[config.mk]
export PLATFORM = sky130hd
export DESIGN_NAME = midi_track_event_parser
export DESIGN_NICKNAME = d
export VERILOG_FILES = /design/src/hdl/mtep_pkg.sv /design/src/hdl/mtep_parser.sv /design/src/hdl/mtep_stamp.sv /design/src/hdl/midi_track_event_parser.sv
export SDC_FILE = /design/constraint.sdc
export NUM_CORES = 2
export LEC_CHECK = 0
export BUFFER_PORTS_ARGS = -buffer_cell sky130_fd_sc_hd__buf_2
export CAP_MARGIN = 25
export CORE_ASPECT_RATIO = 0.9
export CORE_UTILIZATION = 40
export DETAILED_ROUTE_END_ITERATION = 16
export SYNTH_ARGS = -nofsm -noshare
export SYNTH_HDL_FRONTEND = slang
export SYNTH_HIERARCHICAL = 1
export SYNTH_SLANG_ARGS = --single-unit
[constraint.sdc]
create_clock -name aclk -period 7.82 [get_ports aclk]
set_input_delay 1.564 -clock aclk [delete_from_list [all_inputs] [get_ports aclk]]
set_output_delay 1.564 -clock aclk [all_outputs]
set_load 0.01 [all_outputs]
[src/hdl/mtep_pkg.sv]
// Package: shared types, codes and constants of the MIDI track event parser.
`timescale 1ns / 1ps
package mtep_pkg;

    // Configuration register indexes
    localparam logic [1:0] CFG_SAMPLE_RATE = 2'd0;
    localparam logic [1:0] CFG_TICKS_PER_Q = 2'd1;
    localparam logic [1:0] CFG_INIT_TEMPO  = 2'd2;

    localparam logic [17:0] SAMPLE_RATE_RST = 18'd44100;
    localparam logic [14:0] TPQ_RST         = 15'd96;
    localparam logic [23:0] DEFAULT_TEMPO   = 24'd500000;
    localparam logic [19:0] USEC_PER_SEC    = 20'd1000000;

    // Parse phases
    localparam logic [3:0] PH_DELTA  = 4'd0;
    localparam logic [3:0] PH_STATUS = 4'd1;
    localparam logic [3:0] PH_DATA1  = 4'd2;
    localparam logic [3:0] PH_DATA2  = 4'd3;
    localparam logic [3:0] PH_SYSLEN = 4'd4;
    localparam logic [3:0] PH_MTYPE  = 4'd5;
    localparam logic [3:0] PH_MLEN   = 4'd6;
    localparam logic [3:0] PH_MDATA  = 4'd7;
    localparam logic [3:0] PH_SKIP   = 4'd8;

    // Event kinds
    localparam logic [2:0] EV_CHANNEL   = 3'd0;
    localparam logic [2:0] EV_TEMPO     = 3'd1;
    localparam logic [2:0] EV_SYSEX     = 3'd2;
    localparam logic [2:0] EV_END       = 3'd3;
    localparam logic [2:0] EV_EXHAUSTED = 3'd4;

    localparam logic [7:0]  VL_MASK      = 8'h7F;
    localparam logic [31:0] VL_LIMIT     = 32'h0100_0000;
    localparam logic [7:0]  META_STATUS  = 8'hFF;
    localparam logic [7:0]  SYSEX_STATUS = 8'hF0;
    localparam logic [7:0]  SYSEX_ESCAPE = 8'hF7;
    localparam logic [7:0]  META_END     = 8'h2F;
    localparam logic [7:0]  META_TEMPO   = 8'h51;

    typedef struct packed {
        logic [7:0] data_byte;
        logic       last_byte;
    } in_beat_t;

    typedef struct packed {
        logic [2:0]  event_kind;
        logic [7:0]  status_byte;
        logic [7:0]  first_data;
        logic [7:0]  second_data;
        logic [31:0] tick_time;
        logic [31:0] sample_time;
        logic [23:0] new_tempo;
        logic [31:0] sysex_length;
        logic        last;
    } out_beat_t;

    // Event found by the parser, before it is time stamped
    typedef struct packed {
        logic [2:0]  kind;
        logic [7:0]  status;
        logic [7:0]  d1;
        logic [7:0]  d2;
        logic [23:0] tempo;
        logic [31:0] len;
    } event_t;

    // Segment state handed from the parser to the time stamp unit
    typedef struct packed {
        logic [31:0] seg_tick;
        logic [31:0] seg_sample;
        logic [23:0] seg_tempo;
        logic [31:0] tick_count;
    } seg_info_t;

endpackage

[src/hdl/mtep_parser.sv]
// Byte-level track parser: phase machine, running status and tempo segment state.
`timescale 1ns / 1ps
module mtep_parser (
    input  logic                 aclk,
    input  logic                 aresetn,
    input  logic                 step,
    input  mtep_pkg::in_beat_t   beat,
    input  logic                 tempo_wr,
    input  logic [23:0]          tempo_val,
    input  logic                 seg_load,
    input  logic [31:0]          seg_sample_in,
    output logic                 main_valid,
    output logic                 exh_valid,
    output mtep_pkg::event_t     main_event,
    output mtep_pkg::seg_info_t  seg_info
);

    logic [3:0]  phase_reg, phase_next;
    logic [31:0] delta_reg, delta_next;
    logic [31:0] tick_reg, tick_next;
    logic [7:0]  running_reg, running_next;
    logic [7:0]  current_reg, current_next;
    logic [7:0]  held_reg, held_next;
    logic [31:0] skip_reg, skip_next;
    logic [7:0]  meta_reg, meta_next;
    logic [23:0] tcap_reg, tcap_next;
    logic [1:0]  cidx_reg, cidx_next;
    logic        ended_reg, ended_next;
    logic        pend_reg, pend_next;
    logic [31:0] seg_tick_reg;
    logic [31:0] seg_sample_reg;
    logic [23:0] seg_tempo_reg;

    logic [7:0]  b;
    logic [31:0] vl_acc, vl_val;
    logic        vl_done, as_delta, one_byte_cur, one_byte_run;

    assign b            = beat.data_byte;
    assign vl_acc       = {delta_reg[24:0], b[6:0] & mtep_pkg::VL_MASK[6:0]};
    assign vl_done      = ~b[7];
    assign vl_val       = (vl_acc > mtep_pkg::VL_LIMIT) ? {24'd0, vl_acc[7:0]} : vl_acc;
    assign one_byte_cur = (current_reg[7:4] == 4'hC) || (current_reg[7:4] == 4'hD);
    assign one_byte_run = (running_reg[7:4] == 4'hC) || (running_reg[7:4] == 4'hD);

    always_comb begin
        phase_next   = phase_reg;
        delta_next   = delta_reg;
        tick_next    = tick_reg;
        running_next = running_reg;
        current_next = current_reg;
        held_next    = held_reg;
        skip_next    = skip_reg;
        meta_next    = meta_reg;
        tcap_next    = tcap_reg;
        cidx_next    = cidx_reg;
        ended_next   = ended_reg;
        pend_next    = 1'b0;
        main_valid   = 1'b0;
        exh_valid    = 1'b0;
        main_event   = '0;
        as_delta     = 1'b0;
        if (!ended_reg) begin
            unique case (phase_reg)
                mtep_pkg::PH_STATUS: begin
                    if (b[7]) begin
                        current_next = b;
                        if (b < mtep_pkg::SYSEX_STATUS) begin
                            running_next = b;
                            phase_next   = mtep_pkg::PH_DATA1;
                        end else if (b == mtep_pkg::SYSEX_STATUS ||
                                     b == mtep_pkg::SYSEX_ESCAPE) begin
                            phase_next = mtep_pkg::PH_SYSLEN;
                        end else if (b == mtep_pkg::META_STATUS) begin
                            phase_next = mtep_pkg::PH_MTYPE;
                        end else begin
                            skip_next  = 32'd1;
                            phase_next = mtep_pkg::PH_SKIP;
                        end
                    end else if (running_reg[7]) begin
                        current_next = running_reg;
                        if (one_byte_run) begin
                            main_valid        = 1'b1;
                            main_event.kind   = mtep_pkg::EV_CHANNEL;
                            main_event.status = running_reg;
                            main_event.d1     = b;
                            phase_next        = mtep_pkg::PH_DELTA;
                        end else begin
                            held_next  = b;
                            phase_next = mtep_pkg::PH_DATA2;
                        end
                    end else begin
                        current_next = running_reg;
                        as_delta     = 1'b1;
                    end
                end
                mtep_pkg::PH_DATA1: begin
                    if (one_byte_cur) begin
                        main_valid        = 1'b1;
                        main_event.kind   = mtep_pkg::EV_CHANNEL;
                        main_event.status = current_reg;
                        main_event.d1     = b;
                        phase_next        = mtep_pkg::PH_DELTA;
                    end else begin
                        held_next  = b;
                        phase_next = mtep_pkg::PH_DATA2;
                    end
                end
                mtep_pkg::PH_DATA2: begin
                    main_valid        = 1'b1;
                    main_event.kind   = mtep_pkg::EV_CHANNEL;
                    main_event.status = current_reg;
                    main_event.d1     = held_reg;
                    main_event.d2     = b;
                    phase_next        = mtep_pkg::PH_DELTA;
                end
                mtep_pkg::PH_SYSLEN: begin
                    if (vl_done) begin
                        delta_next        = '0;
                        main_valid        = 1'b1;
                        main_event.kind   = mtep_pkg::EV_SYSEX;
                        main_event.status = current_reg;
                        main_event.len    = vl_val;
                        skip_next         = vl_val;
                        phase_next = (vl_val != '0) ? mtep_pkg::PH_SKIP : mtep_pkg::PH_DELTA;
                    end else begin
                        delta_next = vl_acc;
                    end
                end
                mtep_pkg::PH_MTYPE: begin
                    meta_next = b;
                    if (b == mtep_pkg::META_END) begin
                        main_valid        = 1'b1;
                        main_event.kind   = mtep_pkg::EV_END;
                        main_event.status = mtep_pkg::META_STATUS;
                        ended_next        = 1'b1;
                    end else begin
                        phase_next = mtep_pkg::PH_MLEN;
                    end
                end
                mtep_pkg::PH_MLEN: begin
                    if (vl_done) begin
                        delta_next = '0;
                        skip_next  = vl_val;
                        cidx_next  = '0;
                        tcap_next  = '0;
                        phase_next = (vl_val != '0) ? mtep_pkg::PH_MDATA : mtep_pkg::PH_DELTA;
                    end else begin
                        delta_next = vl_acc;
                    end
                end
                mtep_pkg::PH_MDATA: begin
                    if (meta_reg == mtep_pkg::META_TEMPO && cidx_reg != 2'd3) begin
                        tcap_next = {tcap_reg[15:0], b};
                        cidx_next = cidx_reg + 2'd1;
                        if (cidx_reg == 2'd2) begin
                            pend_next         = 1'b1;
                            main_valid        = 1'b1;
                            main_event.kind   = mtep_pkg::EV_TEMPO;
                            main_event.status = mtep_pkg::META_STATUS;
                            main_event.tempo  = {tcap_reg[15:0], b};
                        end
                    end
                    if (skip_reg != '0) begin
                        skip_next = skip_reg - 32'd1;
                    end
                    if (skip_reg <= 32'd1) begin
                        phase_next = mtep_pkg::PH_DELTA;
                    end
                end
                mtep_pkg::PH_SKIP: begin
                    if (skip_reg != '0) begin
                        skip_next = skip_reg - 32'd1;
                    end
                    if (skip_reg <= 32'd1) begin
                        phase_next = mtep_pkg::PH_DELTA;
                    end
                end
                default: begin
                    as_delta = 1'b1;
                end
            endcase
            if (as_delta) begin
                phase_next = mtep_pkg::PH_DELTA;
                if (vl_done) begin
                    tick_next  = tick_reg + vl_val;
                    delta_next = '0;
                    phase_next = mtep_pkg::PH_STATUS;
                end else begin
                    delta_next = vl_acc;
                end
            end
            if (beat.last_byte && !ended_next) begin
                exh_valid  = 1'b1;
                ended_next = 1'b1;
            end
        end
    end

    always_ff @(posedge aclk) begin
        if (!aresetn) begin
            phase_reg      <= mtep_pkg::PH_DELTA;
            delta_reg      <= '0;
            tick_reg       <= '0;
            running_reg    <= '0;
            current_reg    <= '0;
            held_reg       <= '0;
            skip_reg       <= '0;
            meta_reg       <= '0;
            tcap_reg       <= '0;
            cidx_reg       <= '0;
            ended_reg      <= 1'b0;
            pend_reg       <= 1'b0;
            seg_tick_reg   <= '0;
            seg_sample_reg <= '0;
            seg_tempo_reg  <= mtep_pkg::DEFAULT_TEMPO;
        end else begin
            if (step) begin
                phase_reg   <= phase_next;
                delta_reg   <= delta_next;
                tick_reg    <= tick_next;
                running_reg <= running_next;
                current_reg <= current_next;
                held_reg    <= held_next;
                skip_reg    <= skip_next;
                meta_reg    <= meta_next;
                tcap_reg    <= tcap_next;
                cidx_reg    <= cidx_next;
                ended_reg   <= ended_next;
                pend_reg    <= pend_next;
            end
            // The new segment opens once the tempo event has its time stamp.
            if (seg_load && pend_reg) begin
                seg_tick_reg   <= tick_reg;
                seg_sample_reg <= seg_sample_in;
                seg_tempo_reg  <= tcap_reg;
                pend_reg       <= 1'b0;
            end
            if (tempo_wr) begin
                seg_tempo_reg <= tempo_val;
            end
        end
    end

    assign seg_info.seg_tick   = seg_tick_reg;
    assign seg_info.seg_sample = seg_sample_reg;
    assign seg_info.seg_tempo  = seg_tempo_reg;
    assign seg_info.tick_count = tick_reg;

endmodule

[src/hdl/mtep_stamp.sv]
// Iterative time stamp unit: shift-add multiply and restoring divide on one adder.
`timescale 1ns / 1ps
module mtep_stamp (
    input  logic                 aclk,
    input  logic                 aresetn,
    input  logic                 start,
    input  mtep_pkg::seg_info_t  seg,
    input  logic [17:0]          sample_rate,
    input  logic [14:0]          ticks_per_q,
    output logic                 done,
    output logic [31:0]          sample
);

    localparam logic [2:0] ST_IDLE = 3'd0;
    localparam logic [2:0] ST_PREP = 3'd1;
    localparam logic [2:0] ST_MUL  = 3'd2;
    localparam logic [2:0] ST_DIV  = 3'd3;
    localparam logic [2:0] ST_SUM  = 3'd4;

    logic [2:0]  state_reg, state_next;
    logic [6:0]  cnt_reg, cnt_next;
    logic [41:0] m_reg;
    logic [34:0] d_reg;
    logic [42:0] acc_reg, acc_next;
    logic [31:0] mq_reg, mq_next;
    logic [73:0] dv_reg, dv_next;
    logic [34:0] rem_reg, rem_next;
    logic [31:0] q_reg, q_next;
    logic [31:0] sample_reg;
    logic        done_reg;

    logic [43:0] alu_a, alu_b;
    logic        alu_sub;
    logic [44:0] alu_res;
    logic [35:0] r2;
    logic        ge;
    logic [14:0] tpq_eff;

    assign tpq_eff = (ticks_per_q == '0) ? 15'd1 : ticks_per_q;
    assign r2      = {rem_reg, dv_reg[73]};

    // The one adder shared by the multiply and divide steps
    always_comb begin
        if (state_reg == ST_DIV) begin
            alu_a   = {8'd0, r2};
            alu_b   = {9'd0, d_reg};
            alu_sub = 1'b1;
        end else begin
            alu_a   = {1'b0, acc_reg};
            alu_b   = {2'd0, m_reg};
            alu_sub = 1'b0;
        end
    end

    assign alu_res = {1'b0, alu_a} + {1'b0, (alu_sub ? ~alu_b : alu_b)} + {44'd0, alu_sub};
    assign ge      = alu_res[44];

    always_comb begin
        state_next = state_reg;
        cnt_next   = cnt_reg;
        acc_next   = acc_reg;
        mq_next    = mq_reg;
        dv_next    = dv_reg;
        rem_next   = rem_reg;
        q_next     = q_reg;
        unique case (state_reg)
            ST_IDLE: begin
                if (start) begin
                    state_next = ST_PREP;
                end
            end
            ST_PREP: begin
                acc_next   = '0;
                mq_next    = seg.tick_count - seg.seg_tick;
                cnt_next   = '0;
                state_next = ST_MUL;
            end
            ST_MUL: begin
                if (mq_reg[0]) begin
                    acc_next = {1'b0, alu_res[42:1]};
                    mq_next  = {alu_res[0], mq_reg[31:1]};
                end else begin
                    acc_next = {1'b0, acc_reg[42:1]};
                    mq_next  = {acc_reg[0], mq_reg[31:1]};
                end
                cnt_next = cnt_reg + 7'd1;
                if (cnt_reg == 7'd31) begin
                    cnt_next   = '0;
                    state_next = ST_DIV;
                end
            end
            ST_DIV: begin
                if (cnt_reg == 7'd0) begin
                    // Product is formed; load the dividend and clear the remainder and quotient.
                    dv_next  = {acc_reg[41:0], mq_reg};
                    rem_next = '0;
                    q_next   = '0;
                    cnt_next = 7'd1;
                end else begin
                    rem_next = ge ? alu_res[34:0] : r2[34:0];
                    q_next   = {q_reg[30:0], ge};
                    dv_next  = {dv_reg[72:0], 1'b0};
                    cnt_next = cnt_reg + 7'd1;
                    if (cnt_reg == 7'd74) begin
                        state_next = ST_SUM;
                    end
                end
            end
            ST_SUM: begin
                state_next = ST_IDLE;
            end
            default: begin
                state_next = ST_IDLE;
            end
        endcase
    end

    always_ff @(posedge aclk) begin
        if (!aresetn) begin
            state_reg <= ST_IDLE;
            done_reg  <= 1'b0;
        end else begin
            state_reg <= state_next;
            done_reg  <= (state_reg == ST_SUM);
        end
    end

    always_ff @(posedge aclk) begin
        cnt_reg <= cnt_next;
        acc_reg <= acc_next;
        mq_reg  <= mq_next;
        dv_reg  <= dv_next;
        rem_reg <= rem_next;
        q_reg   <= q_next;
        if (state_reg == ST_PREP) begin
            m_reg <= {24'd0, sample_rate} * {18'd0, seg.seg_tempo};
            d_reg <= {15'd0, mtep_pkg::USEC_PER_SEC} * {20'd0, tpq_eff};
        end
        if (state_reg == ST_SUM) begin
            sample_reg <= seg.seg_sample + q_reg;
        end
    end

    assign done   = done_reg;
    assign sample = sample_reg;

endmodule

[src/hdl/midi_track_event_parser.sv]
// Top level of the MIDI track event parser: configuration, sequencing and result register.
`timescale 1ns / 1ps
// The block takes one byte of a standard MIDI file track per input beat and gives one
// result beat per event: channel messages (with running status applied), sysex events,
// tempo changes, end of track, and a final "data exhausted" beat for the byte flagged as
// last unless the track has ended. Each result carries its absolute tick position and its
// time in output samples, derived from the current tempo segment as
// sample = segment_sample + floor(dt * sample_rate * tempo / (1000000 * ticks_per_quarter)).
// A byte that produces no event leaves the block idle and ready for another byte. A byte
// that produces an event occupies the block from its acceptance until its last result beat
// has been taken with m_ready, and no other byte is accepted meanwhile; the first beat is
// offered once its time stamp is worked out. The time stamp is worked out on a single
// shared adder, 32 shift-add steps for the multiply and 74 restoring divide steps, and the
// divide by the combined divisor dominates.
// Configuration registers must only be written while no byte is in flight; writing
// initial_tempo also reloads the tempo of the current segment.
module midi_track_event_parser (
    input  logic                  aclk,
    input  logic                  aresetn,
    input  logic                  s_valid,
    output logic                  s_ready,
    input  mtep_pkg::in_beat_t    s_beat,
    output logic                  m_valid,
    input  logic                  m_ready,
    output mtep_pkg::out_beat_t   m_beat,
    input  logic                  cfg_we,
    input  logic [1:0]            cfg_addr,
    input  logic [23:0]           cfg_wdata
);

    localparam logic [1:0] T_IDLE  = 2'd0;
    localparam logic [1:0] T_START = 2'd1;
    localparam logic [1:0] T_WAIT  = 2'd2;
    localparam logic [1:0] T_SEND  = 2'd3;

    logic [1:0]  state_reg, state_next;
    logic [17:0] sample_rate_reg;
    logic [14:0] tpq_reg;

    logic                 step, tempo_wr, main_v, exh_v, st_done;
    mtep_pkg::event_t     main_ev;
    mtep_pkg::seg_info_t  seg;
    logic [31:0]          st_sample;

    // Events of the byte in flight wait here until they are stamped and sent.
    logic                 main_pend_reg, main_pend_next;
    logic                 exh_pend_reg, exh_pend_next;
    mtep_pkg::event_t     ev_reg;
    logic                 m_valid_reg, m_valid_next;
    mtep_pkg::out_beat_t  out_reg, out_next;

    assign s_ready  = (state_reg == T_IDLE);
    assign step     = s_valid && s_ready;
    assign tempo_wr = cfg_we && (cfg_addr == mtep_pkg::CFG_INIT_TEMPO);

    mtep_parser u_parser (
        .aclk          (aclk),
        .aresetn       (aresetn),
        .step          (step),
        .beat          (s_beat),
        .tempo_wr      (tempo_wr),
        .tempo_val     (cfg_wdata),
        .seg_load      (st_done),
        .seg_sample_in (st_sample),
        .main_valid    (main_v),
        .exh_valid     (exh_v),
        .main_event    (main_ev),
        .seg_info      (seg)
    );

    mtep_stamp u_stamp (
        .aclk        (aclk),
        .aresetn     (aresetn),
        .start       (state_reg == T_START),
        .seg         (seg),
        .sample_rate (sample_rate_reg),
        .ticks_per_q (tpq_reg),
        .done        (st_done),
        .sample      (st_sample)
    );

    // Sequencer: accept a byte, stamp its events once, then hand out one or two beats.
    always_comb begin
        state_next     = state_reg;
        main_pend_next = main_pend_reg;
        exh_pend_next  = exh_pend_reg;
        m_valid_next   = m_valid_reg;
        out_next       = out_reg;
        unique case (state_reg)
            T_IDLE: begin
                if (step) begin
                    main_pend_next = main_v;
                    exh_pend_next  = exh_v;
                    if (main_v || exh_v) begin
                        state_next = T_START;
                    end
                end
            end
            T_START: begin
                state_next = T_WAIT;
            end
            T_WAIT: begin
                if (st_done) begin
                    out_next.tick_time   = seg.tick_count;
                    out_next.sample_time = st_sample;
                    if (main_pend_reg) begin
                        out_next.event_kind   = ev_reg.kind;
                        out_next.status_byte  = ev_reg.status;
                        out_next.first_data   = ev_reg.d1;
                        out_next.second_data  = ev_reg.d2;
                        out_next.new_tempo    = ev_reg.tempo;
                        out_next.sysex_length = ev_reg.len;
                        out_next.last         = !exh_pend_reg;
                        main_pend_next        = 1'b0;
                    end else begin
                        out_next.event_kind   = mtep_pkg::EV_EXHAUSTED;
                        out_next.status_byte  = '0;
                        out_next.first_data   = '0;
                        out_next.second_data  = '0;
                        out_next.new_tempo    = '0;
                        out_next.sysex_length = '0;
                        out_next.last         = 1'b1;
                        exh_pend_next         = 1'b0;
                    end
                    m_valid_next = 1'b1;
                    state_next   = T_SEND;
                end
            end
            T_SEND: begin
                if (m_ready) begin
                    if (exh_pend_reg) begin
                        // The exhausted beat shares the tick and sample of the first one.
                        out_next.event_kind   = mtep_pkg::EV_EXHAUSTED;
                        out_next.status_byte  = '0;
                        out_next.first_data   = '0;
                        out_next.second_data  = '0;
                        out_next.new_tempo    = '0;
                        out_next.sysex_length = '0;
                        out_next.last         = 1'b1;
                        exh_pend_next         = 1'b0;
                    end else begin
                        m_valid_next = 1'b0;
                        state_next   = T_IDLE;
                    end
                end
            end
            default: begin
                state_next = T_IDLE;
            end
        endcase
    end

    always_ff @(posedge aclk) begin
        if (!aresetn) begin
            state_reg       <= T_IDLE;
            main_pend_reg   <= 1'b0;
            exh_pend_reg    <= 1'b0;
            m_valid_reg     <= 1'b0;
            sample_rate_reg <= mtep_pkg::SAMPLE_RATE_RST;
            tpq_reg         <= mtep_pkg::TPQ_RST;
        end else begin
            state_reg     <= state_next;
            main_pend_reg <= main_pend_next;
            exh_pend_reg  <= exh_pend_next;
            m_valid_reg   <= m_valid_next;
            if (cfg_we && cfg_addr == mtep_pkg::CFG_SAMPLE_RATE) begin
                sample_rate_reg <= cfg_wdata[17:0];
            end
            if (cfg_we && cfg_addr == mtep_pkg::CFG_TICKS_PER_Q) begin
                tpq_reg <= cfg_wdata[14:0];
            end
        end
    end

    always_ff @(posedge aclk) begin
        out_reg <= out_next;
        if (step) begin
            ev_reg <= main_ev;
        end
    end

    assign m_valid = m_valid_reg;
    assign m_beat  = out_reg;

    // A result beat is never offered while a new byte may be taken.
    a_ready_no_out: assert property (@(posedge aclk) disable iff (!aresetn)
        s_ready |-> !m_valid)
        else $error("input ready while a result is pending");

    // The stamp unit only finishes while the sequencer waits for it.
    a_done_in_wait: assert property (@(posedge aclk) disable iff (!aresetn)
        st_done |-> (state_reg == T_WAIT))
        else $error("time stamp finished outside the wait state");

    // A beat not marked last is followed by another beat of the same byte.
    a_not_last_more: assert property (@(posedge aclk) disable iff (!aresetn)
        (m_valid && m_ready && !m_beat.last) |=> (m_valid && m_beat.last))
        else $error("second beat of a byte missing");

    // The block goes back to idle only after the last beat has been taken.
    a_idle_after_last: assert property (@(posedge aclk) disable iff (!aresetn)
        (state_reg == T_SEND && state_next == T_IDLE) |-> m_beat.last)
        else $error("returned to idle before the last beat");

endmodule
==> run_results.csv <==
group,metric,value,unit
worst_setup_path,timing.reg2reg.worst_path_depth,20,
floorplan,area_of_the_core,144000,sq um
synth,synth_seq_area_share,0.384,
floorplan,chipWidth,404,um
clock_network,cts_tree,"done",
placement,weighted_congestion_at_the_end_of_routability_driven_global_placement,0.875,
synth,synth-edff-count,556,
finish,multi_input_comb_area,32400,sq um
worst_setup_path,worst_ep_required_time,8.27,ns
synth,post_synth_instance_area,58300,sq um
timing,rsz0062_at_grt,"false",
routing,post_drt_via_cell_ratio,5.29,
placement,pre_cts_slack,0.844,ns
hold_path,hold_path_class,"reg -> reg",
routing,detailedRoute.firstPassIterationCount,5,
power,report.power.total,17.4,mW
finish,flow.area_growth_from_synthesis,10.5,%
timing,finalHoldViolations,0,
worst_setup_path,regToRegStartpoint,"sample_rate_reg[4]",
routing,drt_iter0_drc,3323,
floorplan,rows,132,
timing,timing.setup.tns,0,ns
global_routing,via_count_of_the_first_global_routing_pass,42900,
synth,ys_types,107,
power,power.density,270,nW/um^2
finish,drive_gt1_frac,0.0775,
run_status,outcome,"completed",
floorplan,start_util,0.404,
synth,synth.largest_area_cell,"edfxtp_1",
global_routing,global_route.overflow_total,0,
clock_network,clk_root_buffer_cell,"clkbuf_16",
clock_network,cts_inserted_buffers,93,
worst_setup_path,path_max_fanout,25,
synth,async_reset_ff_frac,0,
routing,via_count,43400,
finish,mostFrequentLayoutCell,"nand2_1",
timing,fin_worst_hold_slack,0.447,ns
timing,setup-violations-final,0,
clock_network,cts_repair_resize_count,0,
routing,route.detailed.wl_per_inst,19.0,um
synth,yosys.area.top_type_share,0.286,
finish,layout.cells.most_common_list,"nand2_1, inv_1, edfxtp_1",
worst_setup_path,setup.worst_path.end_class,"register",
worst_setup_path,worst_ep_arrival_time,7.48,ns
routing,drt.antenna.violating_nets,0,
synth,primary_flip_flop_cell_chosen_by_synthesis_mapping,"edfxtp_1",
clock_network,clk_latency,0.71,ns
run,drv_cap,0,
power,peakVddDrop,0.196,mV
power,leakage,27.7,nW
routing,drcViolationCount,0,
routing,drt-total-wl,156000,um
clock_network,cts_buffer_depth,3,
synth,synthesis.area_per_instance,9.50,sq um
clock_network,worst_setup_hold_path_clk_slew,0.06,ns
clock_network,ctsHtreeMaxLevel,3,
clock_network,cts_sinks,839,
timing,timing.fmax,0.142,GHz
hold_path,min_delay_path_depth,0,
hold_path,worstHoldStart,"u_stamp/sample[16]",
timing,max_slew_violation_count,0,
floorplan,dieArea,147000,sq um
placement,dp_hpwl,113000,um
timing,maxSlewHeadroom,0.272,
hold_path,worstHoldEndpoint,"m_beat[73]",
clock_network,cts.repair_timing.setup_buffer_count,0,
finish,fill_cells,13700,
finish,final-seq-area,22400,sq um
synth,netlist_top_cells_area,"edfxtp_1, fa_1, dfxtp_1",
timing,final.period_utilization,0.899,
timing,layout_min_cycle_time,7.03,ns
floorplan,boundary_pin_count,190,
finish,largest_register_ff_count,148,
global_routing,grt_start_max_net_pins,174,
timing,skew,0.0286,ns
worst_setup_path,r2r_slack,0.79,ns
clock_network,holdBufCountCts,0,
global_routing,grt_first_pass_wirelength,246000,um
global_routing,global_route.usage.total,0.210,
worst_setup_path,rr_endpoint,"u_stamp/m_reg[41]",
floorplan,die_y,364,um
finish,finalNetCount,6991,
global_routing,number_of_antenna_violations_at_the_first_check_in_global_routing,8,
synth,synth_warnings,6,
worst_setup_path,criticalPathCategory,"reg -> reg",
synth,postSynthCellCount,6132,
timing,transition_time_at_the_pin_with_the_least_slew_margin,1.09,ns
worst_setup_path,setup_crit_start_kind,"register",
placement,portBuffers,189,
timing,layout_setup_ws,0.789,ns
synth,yosys_register_bits,839,
## worst max-delay path by stage
stage	slack (ns)	from	depth (start not counted)	endpoint
after CTS	0.83	sample_rate_reg[3]	20	u_stamp/m_reg[41]
after floorplan	0.15	u_stamp/state_reg[1]	17	u_stamp/rem_reg[15]
after global routing	0.38	sample_rate_reg[4]	20	u_stamp/m_reg[41]
after global placement	0.94	sample_rate_reg[3]	20	u_stamp/m_reg[41]
after detailed placement	0.84	sample_rate_reg[3]	20	u_stamp/m_reg[41]
final	0.79	sample_rate_reg[4]	20	u_stamp/m_reg[41]
## area by class of cell
class / count / share of cell area
sequential: 839 / 0.347
tap: 1943 / 0.0377
timing repair buffer: 257 / 0.0241
antenna: 3 / 0.000117
multi-input combinational: 4367 / 0.502
clock buffer: 121 / 0.0401
clock inverter: 55 / 0.0120
inverter: 622 / 0.0364
## kinds of logic after synthesis
kind of cell    count (synthesis)  synth area share
simple gates                 2278             0.181
compound gates               1042             0.112
buf+inv                       939            0.0633
flops                         839             0.384
fa+ha+maj                     771             0.218
xor+xnor                      164            0.0246
mux                            98            0.0171
other cells                     1         0.0000643
## critical path: stages, from the launching register on
cell and delay [ns]:
dfxtp_1 1.04, nand2_1 0.17, fa_1 0.54, fa_1 0.57
fa_1 0.45, fa_1 0.56, inv_1 0.05, fa_1 0.47
inv_1 0.05, fa_1 0.48, inv_1 0.04, ha_1 0.37
nand3_1 0.12, nor3_1 0.20, o31ai_1 0.11, a21boi_1 0.26
o21a_1 0.35, o211ai_1 0.19, a211oi_1 0.40, a31oi_1 0.17
xnor2_1 0.16
## routing by layer
metal	global-route usage	part of all wire	vias to the layer above
met4	0.0601	0.027	0
met5	0	0	-
met1	0.301	0.47	21300
li1	-	-	20600
met3	0.0313	0.064	217
met2	0.328	0.44	1252
## Yosys cell counts (all sizes together), types with 95 or more instances
master	n
ha	367
and2	352
o21ai	185
fa	404
xnor2	100
dfxtp	283
nor2	332
a21oi	448
mux2i	95
nand3	128
nand2	1127
edfxtp	556
inv	620
clkbuf	257
## power breakdown
group          internal (mW)  total (mW)  leakage [nW]  switching (mW)
Combinational           2.51        6.67          18.5            4.16
Clock                   2.83        4.79          1.64            1.97
Sequential              5.55        5.90          7.56           0.347
## per-stage QoR
stage                     instance area [sq um]  cells   util
after global routing                      64400   8204  0.447
after CTS                                 64300   8199  0.446
after detailed placement                  61000   8023  0.423
after global placement                    61000   8022  0.423
final                                     64400   8207  0.447
after floorplan                           58300   6145      -
Note: power is estimated with default switching activity, not from simulation.
